<file path="src/hw/rtl/assert_macros.svh">
// Assertion macros used by the decoder parser RTL.
`ifndef ASSERT_MACROS_SVH
`define ASSERT_MACROS_SVH

// Same-cycle implication, checked outside reset.
`define TDOD_ASSERT_IMPLY(label, clk, rst, ante, cons) \
   label: assert property (@(posedge clk) disable iff (rst) (ante) |-> (cons)) \
      else $error("tdod assertion failed");

// Next-cycle implication, checked outside reset.
`define TDOD_ASSERT_NEXT(label, clk, rst, ante, cons) \
   label: assert property (@(posedge clk) disable iff (rst) (ante) |=> (cons)) \
      else $error("tdod assertion failed");

`endif

</file>
<file path="src/hw/rtl/tdod_pkg.sv">
// Types, codes and constants of the text delta op decoder.
package tdod_pkg;

   localparam int LENGTH_BITS_DEF = 16;
   localparam int BYTE_W          = 8;
   localparam int FIELD_W         = 16;
   localparam int CSR_DATA_W      = 32;
   localparam int CSR_ADDR_W      = 3;

   // Parser phases.
   localparam logic [1:0] PH_COUNT   = 2'd0;
   localparam logic [1:0] PH_LITERAL = 2'd1;
   localparam logic [1:0] PH_DELIM   = 2'd2;

   // Result kinds.
   localparam logic [1:0] KIND_COPY    = 2'd0;
   localparam logic [1:0] KIND_LITERAL = 2'd1;
   localparam logic [1:0] KIND_STATUS  = 2'd2;

   // Completion status codes.
   localparam logic [2:0] ST_OK         = 3'd0;
   localparam logic [2:0] ST_PAST_END   = 3'd1;
   localparam logic [2:0] ST_NO_DELIM   = 3'd2;
   localparam logic [2:0] ST_BAD_OP     = 3'd3;
   localparam logic [2:0] ST_MISMATCH   = 3'd4;
   localparam logic [2:0] ST_BAD_NUMBER = 3'd5;
   localparam logic [2:0] ST_TRUNCATED  = 3'd6;

   // Delta alphabet.
   localparam logic [7:0] CH_COPY   = 8'h3D;
   localparam logic [7:0] CH_SKIP   = 8'h2D;
   localparam logic [7:0] CH_INSERT = 8'h2B;
   localparam logic [7:0] CH_DELIM  = 8'h7C;
   localparam logic [7:0] CH_ZERO   = 8'h30;
   localparam logic [7:0] CH_NINE   = 8'h39;

   // Register word index.
   localparam logic [0:0] REG_OLD_LENGTH = 1'b0;

   typedef struct packed {
      logic [1:0]         kind;
      logic [FIELD_W-1:0] copy_start;
      logic [FIELD_W-1:0] copy_length;
      logic [BYTE_W-1:0]  literal;
      logic               done_res;
      logic [2:0]         status;
   } rsp_type;

endpackage

</file>
<file path="src/hw/rtl/tdod_if.sv">
// Valid/ready channel interfaces for delta bytes and decoder results.
interface tdod_req_if import tdod_pkg::*; ();
   logic              valid;
   logic              ready;
   logic [BYTE_W-1:0] delta_byte;
   logic              last;

   modport source (output valid, output delta_byte, output last, input ready);
   modport sink   (input valid, input delta_byte, input last, output ready);
endinterface

interface tdod_rsp_if import tdod_pkg::*; ();
   logic               valid;
   logic               ready;
   logic [1:0]         kind;
   logic [FIELD_W-1:0] copy_start;
   logic [FIELD_W-1:0] copy_length;
   logic [BYTE_W-1:0]  literal;
   logic               done_res;
   logic [2:0]         status;

   modport source (output valid, output kind, output copy_start, output copy_length,
                   output literal, output done_res, output status, input ready);
   modport sink   (input valid, input kind, input copy_start, input copy_length,
                   input literal, input done_res, input status, output ready);
endinterface

</file>
<file path="src/hw/rtl/tdod_parser.sv">
// Delta op parser: state registers and the per-byte next-state and result logic.
`include "assert_macros.svh"

module tdod_parser import tdod_pkg::*; #(
   parameter int LENGTH_BITS = LENGTH_BITS_DEF
) (
   input  logic               clock,
   input  logic               reset,
   input  logic               step,
   input  logic [BYTE_W-1:0]  byte_in,
   input  logic               last_in,
   input  logic [FIELD_W-1:0] old_length,
   output logic               res_valid,
   output rsp_type            res
);

   localparam int PosW  = LENGTH_BITS + 1;
   localparam int ProdW = LENGTH_BITS + 4;
   localparam int CmpW  = (PosW + 1 > FIELD_W + 1) ? PosW + 1 : FIELD_W + 1;
   localparam logic [CmpW-1:0] PosMax = CmpW'({PosW{1'b1}});

   logic [1:0]             phase_ff, phase_in;
   logic [LENGTH_BITS-1:0] count_ff, count_in;
   logic                   seen_ff, seen_in;
   logic [LENGTH_BITS-1:0] left_ff, left_in;
   logic [PosW-1:0]        pos_ff, pos_in;
   logic [2:0]             err_ff, err_in;

   logic             is_digit;
   logic [ProdW-1:0] prod;
   logic [CmpW-1:0]  pos_sum;
   logic [CmpW-1:0]  old_len_ext;
   logic             emit;

   assign is_digit    = (byte_in >= CH_ZERO) && (byte_in <= CH_NINE);
   assign prod        = (ProdW'(count_ff) << 3) + (ProdW'(count_ff) << 1)
                        + ProdW'(byte_in[3:0]);
   assign pos_sum     = CmpW'(pos_ff) + CmpW'(count_ff);
   assign old_len_ext = CmpW'(old_length);

   always_comb begin
      phase_in = phase_ff;
      count_in = count_ff;
      seen_in  = seen_ff;
      left_in  = left_ff;
      pos_in   = pos_ff;
      err_in   = err_ff;
      emit     = 1'b0;
      res      = '0;
      res.kind = KIND_STATUS;

      if (err_ff == ST_OK) begin
         case (phase_ff)
            PH_COUNT: begin
               if (is_digit) begin
                  if (prod[ProdW-1:LENGTH_BITS] != '0) begin
                     err_in = ST_BAD_NUMBER;
                  end else begin
                     count_in = prod[LENGTH_BITS-1:0];
                     seen_in  = 1'b1;
                  end
               end else if (!seen_ff) begin
                  err_in = ST_BAD_NUMBER;
               end else if (byte_in == CH_COPY) begin
                  if (pos_sum > old_len_ext) begin
                     err_in = ST_PAST_END;
                  end else begin
                     emit            = 1'b1;
                     res.kind        = KIND_COPY;
                     res.copy_start  = FIELD_W'(pos_ff);
                     res.copy_length = FIELD_W'(count_ff);
                     pos_in          = PosW'(pos_sum);
                  end
               end else if (byte_in == CH_SKIP) begin
                  // Skip positions saturate at PosMax; a position past the old end fails the final check.
                  pos_in = (pos_sum > PosMax) ? PosW'(PosMax) : PosW'(pos_sum);
               end else if (byte_in == CH_INSERT) begin
                  left_in  = count_ff;
                  phase_in = (count_ff == '0) ? PH_DELIM : PH_LITERAL;
               end else begin
                  err_in = ST_BAD_OP;
               end
               if ((err_in == ST_OK) && !is_digit) begin
                  count_in = '0;
                  seen_in  = 1'b0;
               end
            end
            PH_LITERAL: begin
               emit        = 1'b1;
               res.kind    = KIND_LITERAL;
               res.literal = byte_in;
               left_in     = left_ff - 1'b1;
               if (left_ff == LENGTH_BITS'(1)) begin
                  phase_in = PH_DELIM;
               end
            end
            default: begin
               if (byte_in == CH_DELIM) begin
                  phase_in = PH_COUNT;
               end else begin
                  err_in = ST_NO_DELIM;
               end
            end
         endcase
      end

      if (err_in != ST_OK) begin
         emit = 1'b0;
         res  = '0;
         res.kind = KIND_STATUS;
      end

      if (last_in) begin
         res.done_res = 1'b1;
         if (err_in != ST_OK) begin
            res.status = err_in;
         end else if ((phase_in != PH_COUNT) || seen_in) begin
            res.status = ST_TRUNCATED;
         end else if (CmpW'(pos_in) != old_len_ext) begin
            res.status = ST_MISMATCH;
         end
         // A finished stream leaves the parser ready for the next one.
         phase_in = PH_COUNT;
         count_in = '0;
         seen_in  = 1'b0;
         left_in  = '0;
         pos_in   = '0;
         err_in   = ST_OK;
      end
   end

   assign res_valid = emit || last_in;

   always_ff @(posedge clock) begin
      if (reset) begin
         phase_ff <= PH_COUNT;
         count_ff <= '0;
         seen_ff  <= 1'b0;
         left_ff  <= '0;
         pos_ff   <= '0;
         err_ff   <= ST_OK;
      end else if (step) begin
         phase_ff <= phase_in;
         count_ff <= count_in;
         seen_ff  <= seen_in;
         left_ff  <= left_in;
         pos_ff   <= pos_in;
         err_ff   <= err_in;
      end
   end

   `TDOD_ASSERT_NEXT(a_last_clears, clock, reset, step && last_in,
      (err_ff == ST_OK) && (phase_ff == PH_COUNT) && !seen_ff)
   `TDOD_ASSERT_NEXT(a_error_sticks, clock, reset, (err_ff != ST_OK) && !(step && last_in),
      err_ff == $past(err_ff))
   `TDOD_ASSERT_IMPLY(a_literal_run_nonempty, clock, reset, phase_ff == PH_LITERAL,
      (left_ff != '0) && !seen_ff)

endmodule

</file>
<file path="src/hw/rtl/text_delta_op_decoder_core.sv">
// Text delta op decoder: input register, parser, result register and config port.
// A byte accepted into the input register passes through the parser into the result
// register when it advances; a held result that is not taken stalls the advance.
// Throughput: one delta byte per cycle unless stalled; bytes that cause no result skip
// the result register. Reset (synchronous, active high) empties both registers, clears
// the parse state and sets old_length to zero.
module text_delta_op_decoder_core import tdod_pkg::*; #(
   parameter int LENGTH_BITS = LENGTH_BITS_DEF
) (
   input  logic                  clock,
   input  logic                  reset,
   tdod_req_if.sink              req_chan,
   tdod_rsp_if.source            rsp_chan,
   input  logic                  csr_psel,
   input  logic                  csr_penable,
   input  logic                  csr_pwrite,
   input  logic [CSR_ADDR_W-1:0] csr_paddr,
   input  logic [CSR_DATA_W-1:0] csr_pwdata,
   output logic [CSR_DATA_W-1:0] csr_prdata,
   output logic                  csr_pready
);

   logic               in_valid_ff, in_valid_in;
   logic [BYTE_W-1:0]  in_byte_ff;
   logic               in_last_ff;
   logic               out_valid_ff, out_valid_in;
   rsp_type            out_data_ff;
   logic [FIELD_W-1:0] old_length_ff;

   logic    advance;
   logic    accept;
   logic    csr_write;
   logic    res_valid;
   rsp_type res;

   assign advance        = in_valid_ff && (!out_valid_ff || rsp_chan.ready);
   assign req_chan.ready = !in_valid_ff || advance;
   assign accept         = req_chan.valid && req_chan.ready;
   assign in_valid_in    = accept || (in_valid_ff && !advance);
   assign out_valid_in   = advance ? res_valid : (out_valid_ff && !rsp_chan.ready);

   tdod_parser #(
      .LENGTH_BITS(LENGTH_BITS)
   ) u_parser (
      .clock      (clock),
      .reset      (reset),
      .step       (advance),
      .byte_in    (in_byte_ff),
      .last_in    (in_last_ff),
      .old_length (old_length_ff),
      .res_valid  (res_valid),
      .res        (res)
   );

   always_ff @(posedge clock) begin
      if (reset) begin
         in_valid_ff  <= 1'b0;
         out_valid_ff <= 1'b0;
      end else begin
         in_valid_ff  <= in_valid_in;
         out_valid_ff <= out_valid_in;
      end
   end

   always_ff @(posedge clock) begin
      if (accept) begin
         in_byte_ff <= req_chan.delta_byte;
         in_last_ff <= req_chan.last;
      end
      if (advance && res_valid) begin
         out_data_ff <= res;
      end
   end

   assign rsp_chan.valid       = out_valid_ff;
   assign rsp_chan.kind        = out_data_ff.kind;
   assign rsp_chan.copy_start  = out_data_ff.copy_start;
   assign rsp_chan.copy_length = out_data_ff.copy_length;
   assign rsp_chan.literal     = out_data_ff.literal;
   assign rsp_chan.done_res    = out_data_ff.done_res;
   assign rsp_chan.status      = out_data_ff.status;

   // Configuration port: one register, written in the access phase.
   assign csr_pready = 1'b1;
   assign csr_write  = csr_psel && csr_penable && csr_pwrite && csr_pready;

   always_ff @(posedge clock) begin
      if (reset) begin
         old_length_ff <= '0;
      end else if (csr_write && (csr_paddr[CSR_ADDR_W-1:2] == REG_OLD_LENGTH)) begin
         old_length_ff <= csr_pwdata[FIELD_W-1:0];
      end
   end

   always_comb begin
      csr_prdata = '0;
      if (csr_paddr[CSR_ADDR_W-1:2] == REG_OLD_LENGTH) begin
         csr_prdata = CSR_DATA_W'(old_length_ff);
      end
   end

endmodule
</file>
<file path="src/flat_wrapper.sv">
// flat-port wrapper written by rule: the top's interface ports become plain ports
module text_delta_op_decoder_core_flat import tdod_pkg::*;
#(
   parameter int LENGTH_BITS = LENGTH_BITS_DEF
)
  (clock, reset, csr_psel, csr_penable, csr_pwrite, csr_paddr, csr_pwdata, csr_prdata, csr_pready, req_chan_valid, req_chan_delta_byte, req_chan_last, req_chan_ready, rsp_chan_valid, rsp_chan_kind, rsp_chan_copy_start, rsp_chan_copy_length, rsp_chan_literal, rsp_chan_done_res, rsp_chan_status, rsp_chan_ready);
  tdod_req_if req_chan_i ();
  tdod_rsp_if rsp_chan_i ();
  input  logic clock;
  input  logic reset;
  input  logic csr_psel;
  input  logic csr_penable;
  input  logic csr_pwrite;
  input  logic [CSR_ADDR_W-1:0] csr_paddr;
  input  logic [CSR_DATA_W-1:0] csr_pwdata;
  output logic [CSR_DATA_W-1:0] csr_prdata;
  output logic csr_pready;
  input wire logic [$bits(req_chan_i.valid)-1:0] req_chan_valid;
  input wire logic [$bits(req_chan_i.delta_byte)-1:0] req_chan_delta_byte;
  input wire logic [$bits(req_chan_i.last)-1:0] req_chan_last;
  output wire logic [$bits(req_chan_i.ready)-1:0] req_chan_ready;
  output wire logic [$bits(rsp_chan_i.valid)-1:0] rsp_chan_valid;
  output wire logic [$bits(rsp_chan_i.kind)-1:0] rsp_chan_kind;
  output wire logic [$bits(rsp_chan_i.copy_start)-1:0] rsp_chan_copy_start;
  output wire logic [$bits(rsp_chan_i.copy_length)-1:0] rsp_chan_copy_length;
  output wire logic [$bits(rsp_chan_i.literal)-1:0] rsp_chan_literal;
  output wire logic [$bits(rsp_chan_i.done_res)-1:0] rsp_chan_done_res;
  output wire logic [$bits(rsp_chan_i.status)-1:0] rsp_chan_status;
  input wire logic [$bits(rsp_chan_i.ready)-1:0] rsp_chan_ready;
  assign req_chan_i.valid = req_chan_valid;
  assign req_chan_i.delta_byte = req_chan_delta_byte;
  assign req_chan_i.last = req_chan_last;
  assign req_chan_ready = req_chan_i.ready;
  assign rsp_chan_valid = rsp_chan_i.valid;
  assign rsp_chan_kind = rsp_chan_i.kind;
  assign rsp_chan_copy_start = rsp_chan_i.copy_start;
  assign rsp_chan_copy_length = rsp_chan_i.copy_length;
  assign rsp_chan_literal = rsp_chan_i.literal;
  assign rsp_chan_done_res = rsp_chan_i.done_res;
  assign rsp_chan_status = rsp_chan_i.status;
  assign rsp_chan_i.ready = rsp_chan_ready;
  text_delta_op_decoder_core #(.LENGTH_BITS(LENGTH_BITS)) u_core (.clock(clock), .reset(reset), .req_chan(req_chan_i), .rsp_chan(rsp_chan_i), .csr_psel(csr_psel), .csr_penable(csr_penable), .csr_pwrite(csr_pwrite), .csr_paddr(csr_paddr), .csr_pwdata(csr_pwdata), .csr_prdata(csr_prdata), .csr_pready(csr_pready));
endmodule
</file>
<file path="config.mk">
export PLATFORM = sky130hd
export DESIGN_NAME = text_delta_op_decoder_core_flat
export DESIGN_NICKNAME = d
export VERILOG_FILES = /design/src/hw/rtl/tdod_pkg.sv /design/src/hw/rtl/tdod_if.sv /design/src/hw/rtl/tdod_parser.sv /design/src/hw/rtl/text_delta_op_decoder_core.sv /design/src/flat_wrapper.sv
export VERILOG_INCLUDE_DIRS = /design/src /design/src/hw/rtl
export SDC_FILE = /design/constraint.sdc
export NUM_CORES = 1
export LEC_CHECK = 0
export BUFFER_PORTS_ARGS = -buffer_cell sky130_fd_sc_hd__buf_2
export CAP_MARGIN = 20
export CORE_UTILIZATION = 40
export DETAILED_ROUTE_END_ITERATION = 16
export SYNTH_ARGS = -nofsm -noshare
export SYNTH_HDL_FRONTEND = slang
export SYNTH_SLANG_ARGS = --single-unit
</file>
<file path="constraint.sdc">
create_clock -name clock -period 17.31 [get_ports clock]
set_input_delay 0.8655 -clock clock [delete_from_list [all_inputs] [get_ports clock]]
set_output_delay 0.8655 -clock clock [all_outputs]
set_load 0.01 [all_outputs]
</file>
# After elaboration in Yosys (flattened, before gate mapping)
# Cells that the tools add are included.
# totals
ff_bits,128
inputBits,51
word_cells,151
# classes
add_sub_neg,4
n_lt_le_gt_ge,4
eq_ne,13
mux,71
bitwise,6
n_reduce_logical,36
# ops
cell,count
$mux 16,14
$mux 17,9
$mux 34,4
$mux 3,16
$pmux 16 s2,1
$eq 8x6->1 const B,3
$add 19x17->20,1
$add 20x4->20,1
$mux 2,10
$add 17x16->18,1
$gt 18x16->1,1
$gt 18x17->1 const B,1
$ne 17x16->1,1
$eq 16x1->1 const B,1
$logic_not 16->1,1
$sub 16x1->16 const B,1
$ne 3x2->1 const B,5
$mux 1,13
$logic_and 1x1->1,10
$reduce_bool 3->1,3
$eq 8x7->1 const B,1
$ge 8x6->1 const B,1
$le 8x6->1 const B,1
$pmux 2 s2,2
16 further kinds,32

# Longest topological paths before layout
# Gate-level depths: netlist of run 1.
# depth
ltp_word,17
depth_mapped,22
ltp_nobuf,20

# By module
# A second synthesis of run 1 with hierarchy kept.
# hier_totals
cells_unflattened,968
hier_area_um2,8683.3
# modules_own_cells
module,instances,cells_per_inst,area_each_um2,seq_area_each_um2
tdod_parser,1,796,5954.5,1101.1
text_delta_op_decoder_core,1,172,2728.9,2011.9

# Worst setup path before layout of run 1
# OpenSTA, ideal clock, no wires.
# synth_path
path_type,register to register
startpoint,reg u_core.u_parser.count_ff[0]
endpoint,reg u_core.out_data_ff (netlist bit u_core.rsp_chan.copy_length[0]) (enable)
t_arrival_ns,6.069
required_ns,16.845
slack_ns,10.777
stages_incl_launch_ff,20
n_path_buf,0
cell_sequence,dfxtp_1 > ha_1 > fa_1 > a211oi_1 > o21ai_0 > a21boi_0 > xor2_1 > inv_1 > ha_1 > nand4_1 > a211oi_1 > a2111o_1 > a221o_1 > nand2_1 > o2111ai_1 > nor2_1 > o21ai_0 > nor2_1 > inv_1 > a21oi_1
# synth_via
elab_chain_len,14
# synth_lines
element,line_no,text
start: declaration,tdod_parser.sv:23,"logic [LENGTH_BITS-1:0] count_ff, count_in;"
start signal: assignment,tdod_parser.sv:144,count_ff <= count_in;
$add 17x16->18,tdod_parser.sv:38,assign pos_sum = CmpW'(pos_ff) + CmpW'(count_ff);
$gt 18x16->1,tdod_parser.sv:65,if (pos_sum > old_len_ext) begin
$mux 3,tdod_parser.sv:65,
$mux 3,tdod_parser.sv:64,end else if (byte_in == CH_COPY) begin
$mux 3,tdod_parser.sv:62,end else if (!seen_ff) begin
$mux 3,tdod_parser.sv:55,if (is_digit) begin
$mux 3,tdod_parser.sv:53,case (phase_ff)
$mux 3,tdod_parser.sv:52,if (err_ff == ST_OK) begin
$pmux 3 s2,tdod_parser.sv:53,
$mux 3,tdod_parser.sv:52,
$reduce_bool 3->1,tdod_parser.sv:107,if (err_in != ST_OK) begin
$mux 1 *,tdod_parser.sv:107,
$logic_or 1x1->1 *,tdod_parser.sv:132,assign res_valid = emit || last_in;
$logic_and 1x1->1 *,text_delta_op_decoder_core.sv:70,if (advance && res_valid) begin
end signal: assignment,text_delta_op_decoder_core.sv:71,out_data_ff <= res;
end: declaration,text_delta_op_decoder_core.sv:27,rsp_type out_data_ff;
# Every way passes the cells marked *; elsewhere a longest branch is shown, timed or not. The select of a mux whose other input is x is not followed.
# A chain may end at the register's enable or synchronous reset.

# Worst setup path after layout of run 1
# layout_path
startpoint,reg u_core.u_parser.count_ff[5]
endpoint,"reg u_core.out_data_ff (netlist bit u_core.rsp_chan.status[2]), data pin"
# layout_via
elab_chain_len,17
# layout_lines
element,line_no,text
$add 17x16->18,tdod_parser.sv:38,
$gt 18x16->1,tdod_parser.sv:65,
$mux 3,tdod_parser.sv:65,
$mux 3,tdod_parser.sv:64,
$mux 3,tdod_parser.sv:62,
$mux 3,tdod_parser.sv:55,
$mux 3,tdod_parser.sv:53,
$mux 3,tdod_parser.sv:52,
$logic_not 3->1,tdod_parser.sv:83,if ((err_in == ST_OK) && !is_digit) begin
$logic_and 1x1->1,tdod_parser.sv:83,
$mux 1,tdod_parser.sv:83,
$mux 1,tdod_parser.sv:53,
$mux 1,tdod_parser.sv:52,
$logic_or 1x1->1,tdod_parser.sv:117,end else if ((phase_in != PH_COUNT) || seen_in) begin
$mux 3,tdod_parser.sv:117,
$mux 3 *,tdod_parser.sv:115,if (err_in != ST_OK) begin
$mux 3 *,tdod_parser.sv:113,if (last_in) begin
# Marked as above.

==> summary.txt, run 1 <==
Status
  • Status: finished, final reports clean

STA
  • Clock Skews: 0.01318 ns
  • Actual slew at the worst max-slew pin: 1.080 ns
  • Tcrit/Tclk final: 38.60%
  • Slew headroom: 27.74%
  • Fin crit period: 6.681 ns
  • Fmax achieved: 149.7 MHz
  • RSZ-0062 raised after global routing: no
  • Final-report hold violation count: 0
  • Setup TNS: 0 ns
  • Max Slew Vio Count: 0
  • Final setup vio count: 0

CTS
  • Postcts setup bufs: 0
  • TritonCTS Buffers: 17
  • Worst-Skew Late Latency: 0.43 ns
  • CTS tree: done
  • H-tree Lvls: 4
  • Root Driver: clkbuf_16
  • Clock Sinks: 128
  • Hold buffers post-CTS: 0
  • Worst-path clk slew: 0.07 ns
  • Post-CTS sizing: 0
  • Clock Path Buffers: 2

Logic synthesis
  • Syn avg cell area: 8.382 sq um
  • Post-Syn Area: 8776 sq um
  • Seq/Total Area, Yosys: 35.47%
  • Ys flop type: dfxtp_1
  • Syn. warnings: 0
  • FF+latch count, synth: 128
  • FFs w/ async S/R, synth: 0%
  • Syn Inst Count: 1047
  • EDFF count, synth: 55
  • Yosys cell types: 88

Worst setup path
  • CP max FO: 12
  • Worst path arrival time: 6.85 ns
  • Worst r2r src: u_core.u_parser.count_ff[5]
  • Cell family with most CP delay: compound AO/OA/AOI/OAI gates
  • Slowest stage delay, CP: 0.63 ns
  • Critical Path, Cell by Cell: ha_1 > o21ai_0 > a2111oi_0 > a22oi_1 > a311oi_1 > xor2_1 > ha_1 > nand4_1 > nor4_1 > nor2b_1 > o2bb2ai_1 > o31ai_2 > nand3_1 > o21ai_0 > a21oi_1 > or4b_1 > nor4_1 > nor2_1
  • Slowest stage cell, crit path: dfxtp_1
  • R2R setup slack: 10.63 ns
  • Buffers & Inverters on Critical Path: 0
  • Crit end category: register
  • CP endpoint: u_core.rsp_chan.status[2]
  • Worst Path Required: 17.48 ns
  • CP Class: reg2reg
  • Worst R2R End: u_core.rsp_chan.status[2]
  • CP Launch Point: u_core.u_parser.count_ff[5]
  • FF-to-FF path depth: 18
  • Path length in cells of the critical path: 18
  • Worst Setup Start Kind: register

Pwr
  • Comb pwr share: 8.0%
  • Int Power: 554.0 uW
  • Part of the power in the clock network: 48.3%
  • Pwr Total: 743.6 uW
  • Pwr Density: 74.48 nW/um^2
  • Lkg Pwr: 0.004159 uW
  • Reg power frac: 43.7%
  • Peak supply drop: 0.06342 mV
  • Psw: 189.6 uW
  • Sw Ratio: 25.50%

Drt
  • Antenna-violating nets left: 0
  • Highest metal used: met4
  • DRT iter0 DRCs: 816
  • Wire length on met1: 13590 um
  • Number of vias per cell: 5.880
  • Met2 wire length: 11450 um
  • Routed Wire Length: 27640 um
  • DR DRC count: 0
  • Met3 routed WL: 1967 um
  • Vias post-DR: 8285
  • Drt pass-1 iters: 5
  • Per-cell routed wire length: 19.62 um

Global routing
  • GRT Overall Usage: 25.14%
  • First-pass GRT wire length: 42720 um
  • Initial antenna violation count: 0
  • Vias in the first global route: 7442
  • Largest net degree at the start of global routing: 73
  • Final global-route overflow total: 0

Finish
  • Fill count: 2108
  • Layout cell share with drive strength beyond 1: 13.93%
  • Nets: 1240
  • ANT cells: 0
  • Reg area: 3113 sq um
  • Area delta synth->final: 13.76%
  • Area occupied by multi-input gates: 5240 sq um
  • Fin area: 9983 sq um

Floorplan
  • Die width: 150.1 um
  • Cell Rows: 53
  • Num ports: 132
  • Core area: 21290 sq um
  • Initial Utilization: 41.23%
  • Die ar.: 22540 sq um
  • Die Y: 150.1 um

Placement
  • Detailed-placement wirelength estimate: 19880 um
  • GPL Wtd Cong: 0.9531
  • Placed cell area: 9403 sq um
  • I/O Buffers: 96

Min path
  • Tightest Hold Check Type: reg2reg
  • HP Start: u_core.old_length_ff[10]
  • Hold Path Depth: 2

Job
  • Number of max-cap violations: 0
## flip-flops by register name, summed over array words and instances, names as in the netlist, 2 cells and up
| name | flops |
|---|---|
| u_core.in_byte_ff | 8 |
| u_core.old_length_ff | 16 |
| u_core.rsp_chan.copy_length | 16 |
| u_core.rsp_chan.copy_start | 16 |
| u_core.rsp_chan.kind | 2 |
| u_core.rsp_chan.literal | 8 |
| u_core.rsp_chan.status | 3 |
| u_core.u_parser.count_ff | 16 |
| u_core.u_parser.err_ff | 3 |
| u_core.u_parser.left_ff | 16 |
| u_core.u_parser.phase_ff | 2 |
| u_core.u_parser.pos_ff | 17 |
## Yosys cell counts (all sizes together) (24+ instances only)
cell / instances / share of area (%)
a21oi: 106 / 6.1
and2: 38 / 2.7
buf: 24 / 2.0
clkbuf: 39 / 1.7
dfxtp: 73 / 17
edfxtp: 55 / 19
ha: 65 / 9.3
inv: 46 / 2.0
nand2: 107 / 4.7
nand3: 33 / 1.9
nor2: 103 / 4.5
nor3: 29 / 1.9
o21ai: 61 / 3.5
## metrics by stage
| step | setup slack, ns | util [%] | hold WS (ns) | cells |
|---|---|---|---|---|
| final | 10.63 | 46.90 | 0.4571 | 1409 |
| after global routing | 10.30 | 46.90 | 0.4880 | 1409 |
| after CTS | 10.85 | 46.90 | 0.4588 | 1409 |
| after detailed placement | 10.89 | 44.17 | 0.4502 | 1377 |
| after global placement | 10.85 | 44.17 | 0.4440 | 1377 |
| after floorplan | 10.78 | - | 0.4244 | 1062 |
## tightest hold or removal path: cells and delay by family, from the launching register on
family           cells  cell delay, ns
flip-flops           1            0.31
AO/OA/AOI/OAI        1            0.05
AND/OR/NAND/NOR      1            0.05
## layout by cell type (no fill, tap or decap), drive strengths merged, types with 4 or more instances in the layout
master and n:
edfxtp 55, o31a 5, a22oi 12, a31oi 15, and3 17, clkinv 9, a21o 9, o22ai 7
or3 6, and2 38, o21ai 61, nor2b 8, nand3 33, nor2 103, clkbuf 18, a31o 4
nor4 11, a21oi 106, buf 103, o211ai 8, nand2b 11, xor2 12, or4 4, nand4 16
dfxtp 73, a2111oi 9, o31ai 12, a311oi 4, o21a 8, ha 65, conb 17, nor3 29
a211oi 15, inv 47, xnor2 17, nand2 107
## how the worst min path moves through the flow
stage,end,slack (ns)
after global routing,u_core.old_length_ff[14],0.49
after global placement,u_core.old_length_ff[14],0.44
after floorplan,u_core.rsp_chan.done_res,0.42
after CTS,u_core.old_length_ff[10],0.46
after detailed placement,u_core.old_length_ff[10],0.45
final,u_core.old_length_ff[10],0.46
## power groups by stage
stage	logic (uW)	clock network (uW)	registers [uW]
global route	65.6	377	326
CTS	59.0	364	325
finish	59.5	359	325
global placement	58.5	0	332
detailed placement	58.6	0	332
floorplan	42.2	0	331
## cell families after synthesis
| group | after synthesis | share of synthesized area (%) |
|---|---|---|
| buf+inv | 109 | 5.589 |
| compound gates | 308 | 22.98 |
| simple gates | 401 | 22.78 |
| other cells | 2 | 0.08558 |
| flops | 128 | 35.47 |
| xor+xnor | 29 | 2.894 |
| mux | 2 | 0.2424 |
| fa+ha+maj | 68 | 9.952 |
## per-layer routing
| layer | up-vias | GRT usage [%] |
|---|---|---|
| li1 | 3979 | - |
| met1 | 3920 | 38.00 |
| met2 | 344 | 35.58 |
| met3 | 42 | 3.788 |
| met4 | 0 | 9.192 |
| met5 | - | 0 |
## layout make-up
| type | count | area share (%) |
|---|---|---|
| Timing Repair Buffer | 103 | 5.339 |
| Clock buffer | 18 | 4.399 |
| Inverter | 46 | 1.730 |
| Multi-Input combinational cell | 825 | 52.49 |
| Clock inverter | 14 | 1.416 |
| Sequential cell | 128 | 31.18 |
| Tap cell | 275 | 3.447 |
Note: power is estimated with default switching activity, not from simulation.
==> run 2: changes to the inputs <==
==> constraint.sdc (replaced) <==
create_clock -name clock -period 5.7 [get_ports clock]
set_input_delay 0.285 -clock clock [delete_from_list [all_inputs] [get_ports clock]]
set_output_delay 0.285 -clock clock [all_outputs]
set_load 0.01 [all_outputs]
==> run 2 against run 1 <==
  * Count of clock-buffer cells in the layout grew 3
  * Sequential power grew to 3.0 times the previous value
  * Register-to-register slack lost 10 ns
  * Combinational power grew to 3.4 times the previous value
  * Critical path depth grew 2
  * Flip-flop and latch count is the same
  * Critical endpoint unchanged
  * Largest cell class unchanged
==> summary.txt, run 2 (synthesis results as in run 1) <==
Worst setup path
  • Slowest stage delay, CP: 0.55 ns (was 0.63 ns)
  • Worst r2r src: u_core.u_parser.count_ff[0] (was u_core.u_parser.count_ff[5])
  • Crit end category: register (unchanged)
  • Slowest stage cell, crit path: or4b_1 (was dfxtp_1)
  • Critical Path, Cell by Cell: ha_1 > fa_1 > a211oi_2 > o211a_1 > o31ai_1 > a211oi_1 > nor2_1 > ha_1 > nand4_1 > nor4_4 > nor2b_1 > o2bb2ai_1 > o31ai_2 > buf_4 > nand3_1 > o211ai_1 > a21oi_1 > or4b_1 > nor4_2 > nor2_1 (was ha_1 > o21ai_0 > a2111oi_0 > a22oi_1 > a311oi_1 > xor2_1 > ha_1 > nand4_1 > nor4_1 > nor2b_1 > o2bb2ai_1 > o31ai_2 > nand3_1 > o21ai_0 > a21oi_1 > or4b_1 > nor4_1 > nor2_1)
  • Worst R2R End: u_core.rsp_chan.status[2] (unchanged)
  • CP max FO: 5 (was 12)
  • FF-to-FF path depth: 20 (was 18)
  • Buffers & Inverters on Critical Path: 1 (was 0)
  • CP Class: reg2reg (unchanged)
  • Worst Setup Start Kind: register (unchanged)
  • R2R setup slack: 0.28 ns (was 10.63 ns)
  • Worst Path Required: 5.87 ns (was 17.48 ns)
  • Cell family with most CP delay: simple AND/OR/NAND/NOR gates (was compound AO/OA/AOI/OAI gates)
  • Worst path arrival time: 5.60 ns (was 6.85 ns)

Placement
  • Placed cell area: 9841 sq um (was 9403 sq um)
  • GPL Wtd Cong: 0.9975 (was 0.9531)
  • Detailed-placement wirelength estimate: 21210 um (was 19880 um)
  • Dpl cells: 1432 (was 1377)
  • I/O Buffers: 96 (unchanged)

Pwr
  • Reg power frac: 42.8% (was 43.7%)
  • Psw: 571.4 uW (was 189.6 uW)
  • Part of the power in the clock network: 48.3% (about the same)
  • Int Power: 1729 uW (was 554.0 uW)
  • Pwr Total: 2301 uW (was 743.6 uW)
  • Peak supply drop: 0.1924 mV (was 0.06342 mV)
  • Comb pwr share: 8.9% (was 8.0%)
  • Sw Ratio: 24.83% (was 25.50%)
  • Pwr Density: 219.7 nW/um^2 (was 74.48 nW/um^2)
  • Lkg Pwr: 0.004460 uW (was 0.004159 uW)

Floorplan
  • Cell Rows: 53 (unchanged)
  • Num ports: 132 (unchanged)
  • Die Y: 150.1 um (unchanged)
  • Die ar.: 22540 sq um (unchanged)
  • Core area: 21290 sq um (unchanged)
  • Initial Utilization: 41.23% (unchanged)
  • Die width: 150.1 um (unchanged)

Min path
  • Worst hold path endpoint: u_core.in_byte_ff[2] (was u_core.old_length_ff[10])
  • Tightest Hold Check Type: in2reg (was reg2reg)
  • Hold Path Depth: 1 (was 2)
  • HP Start: req_chan_delta_byte[2] (was u_core.old_length_ff[10])

Finish
  • Area occupied by multi-input gates: 5284 sq um (was 5240 sq um)
  • Layout cell share with drive strength beyond 1: 18.07% (was 13.93%)
  • Nets: 1296 (was 1240)
  • Fin area: 10470 sq um (was 9983 sq um)
  • Biggest register: u_core.u_parser.pos_ff (unchanged)
  • Reg area: 3113 sq um (unchanged)
  • Finished Layout Cells: 1465 (was 1409)
  • ANT cells: 0 (unchanged)
  • Commonest non-fill, non-tap cell in the layout: nand2_1 (unchanged)
  • Fill count: 2065 (was 2108)
  • Area delta synth->final: 19.32% (was 13.76%)
  • Most frequent cells in the layout: nand2_1 (106), a21oi_1 (104), nor2_1 (101) (unchanged)
  • Max reg flops: 17 (unchanged)

STA
  • Setup TNS: 0 ns (unchanged)
  • Final-report hold violation count: 0 (unchanged)
  • Slew headroom: 33.27% (was 27.74%)
  • Fin crit period: 5.425 ns (was 6.681 ns)
  • Tcrit/Tclk final: 95.17% (was 38.60%)
  • Max Slew Vio Count: 0 (unchanged)
  • Final setup vio count: 0 (unchanged)
  • Hold slack final: 0.03136 ns (was 0.4571 ns)
  • Clock Skews: 0.007732 ns (was 0.01318 ns)
  • Fmax achieved: 184.3 MHz (was 149.7 MHz)
  • Actual slew at the worst max-slew pin: 0.9933 ns (was 1.080 ns)
  • RSZ-0062 raised after global routing: no (unchanged)

Global routing
  • Largest net degree at the start of global routing: 73 (unchanged)
  • GRT Overall Usage: 25.77% (was 25.14%)
  • Vias in the first global route: 7810 (was 7442)
  • Initial antenna violation count: 1 (was 0)
  • First-pass GRT wire length: 43930 um (was 42720 um)
  • Final global-route overflow total: 0 (unchanged)

CTS
  • Clock Sinks: 128 (unchanged)
  • Worst-path clk slew: 0.06 ns (was 0.07 ns)
  • H-tree Lvls: 4 (unchanged)
  • TritonCTS Buffers: 17 (unchanged)
  • Hold buffers post-CTS: 0 (unchanged)
  • Clock Path Buffers: 2 (unchanged)
  • Worst-Skew Late Latency: 0.43 ns (about the same)
  • CTS tree: done (unchanged)
  • Root Driver: clkbuf_16 (unchanged)

Drt
  • Per-cell routed wire length: 19.17 um (was 19.62 um)
  • DRT iter0 DRCs: 743 (was 816)
  • Number of vias per cell: 5.792 (was 5.880)
  • Drt pass-1 iters: 6 (was 5)
  • Routed Wire Length: 28080 um (was 27640 um)
  • DR DRC count: 0 (unchanged)
  • Antenna-violating nets left: 0 (unchanged)
  • Vias post-DR: 8486 (was 8285)

Status
  • Status: finished, final reports clean (unchanged)

Job
  • Number of max-cap violations: 0 (unchanged)
==> run 2: what timing repair did <==
| action | 4_1_cts | 5_1_grt |
|---|---|---|
| setup endpoints to repair | 0 | 1 |
| setup buffers | 0 | 1 |
| gates resized for setup | 0 | 9 |
==> run 2: metrics by stage <==
stage / utilization [%] / worst slack, ns
finish: 49.19 / 0.2752
global route: 49.19 / 0.01118
CTS: 48.95 / 0.1348
detailed placement: 46.23 / 0.1694
global placement: 46.23 / 0.2098
floorplan: - / 0.1936
==> run 2: layout make-up <==
cell class | count | area share [%]
Tap cell | 275 | 3.286
Sequential cell | 128 | 29.73
Clock buffer | 21 | 4.206
Clock inverter | 11 | 1.326
Inverter | 46 | 1.649
Timing Repair Buffer | 159 | 9.344
Multi-Input combinational cell | 825 | 50.46
==> run 2: worst max-delay path by stage <==
stage                                            from                        endpoint  slack, ns  cells past startpoint
after floorplan           u_core.u_parser.count_ff[0]  u_core.rsp_chan.copy_length[0]       0.19                     19
after global placement    u_core.u_parser.count_ff[0]       u_core.rsp_chan.status[2]       0.21                     21
after detailed placement  u_core.u_parser.count_ff[0]       u_core.rsp_chan.status[2]       0.17                     21
after CTS                 u_core.u_parser.count_ff[0]       u_core.rsp_chan.status[2]       0.13                     21
after global routing      u_core.u_parser.count_ff[0]       u_core.rsp_chan.status[2]       0.01                     19
final                     u_core.u_parser.count_ff[0]       u_core.rsp_chan.status[2]       0.28                     20
==> run 2: worst register-to-register path, cell delays in order, from the launching register on <==
cell       delay [ns]
dfxtp_1          0.31
ha_1             0.23
fa_1             0.41
a211oi_2         0.29
o211a_1          0.30
o31ai_1          0.11
a211oi_1         0.30
nor2_1           0.21
ha_1             0.36
nand4_1          0.25
nor4_4           0.27
nor2b_1          0.08
o2bb2ai_1        0.15
o31ai_2          0.35
buf_4            0.19
nand3_1          0.13
o211ai_1         0.20
a21oi_1          0.09
or4b_1           0.55
nor4_2           0.32
nor2_1           0.06
==> run 2: metal layers <==
layer	vias up	track usage (%)	part of all wire, %
met5	-	0	0.046
li1	4098	-	-
met3	56	5.515	7.9
met1	3965	37.59	48
met4	2	8.737	2.4
met2	365	37.25	42
==> run 2: power by group through the flow <==
stage / Combinational (uW) / Sequential (uW) / Clock [uW]
after global placement: 190 / 1000 / 0
after global routing: 224 / 987 / 1160
after detailed placement: 191 / 1000 / 0
after CTS: 192 / 984 / 1120
after floorplan: 128 / 1000 / 0
final: 205 / 984 / 1110
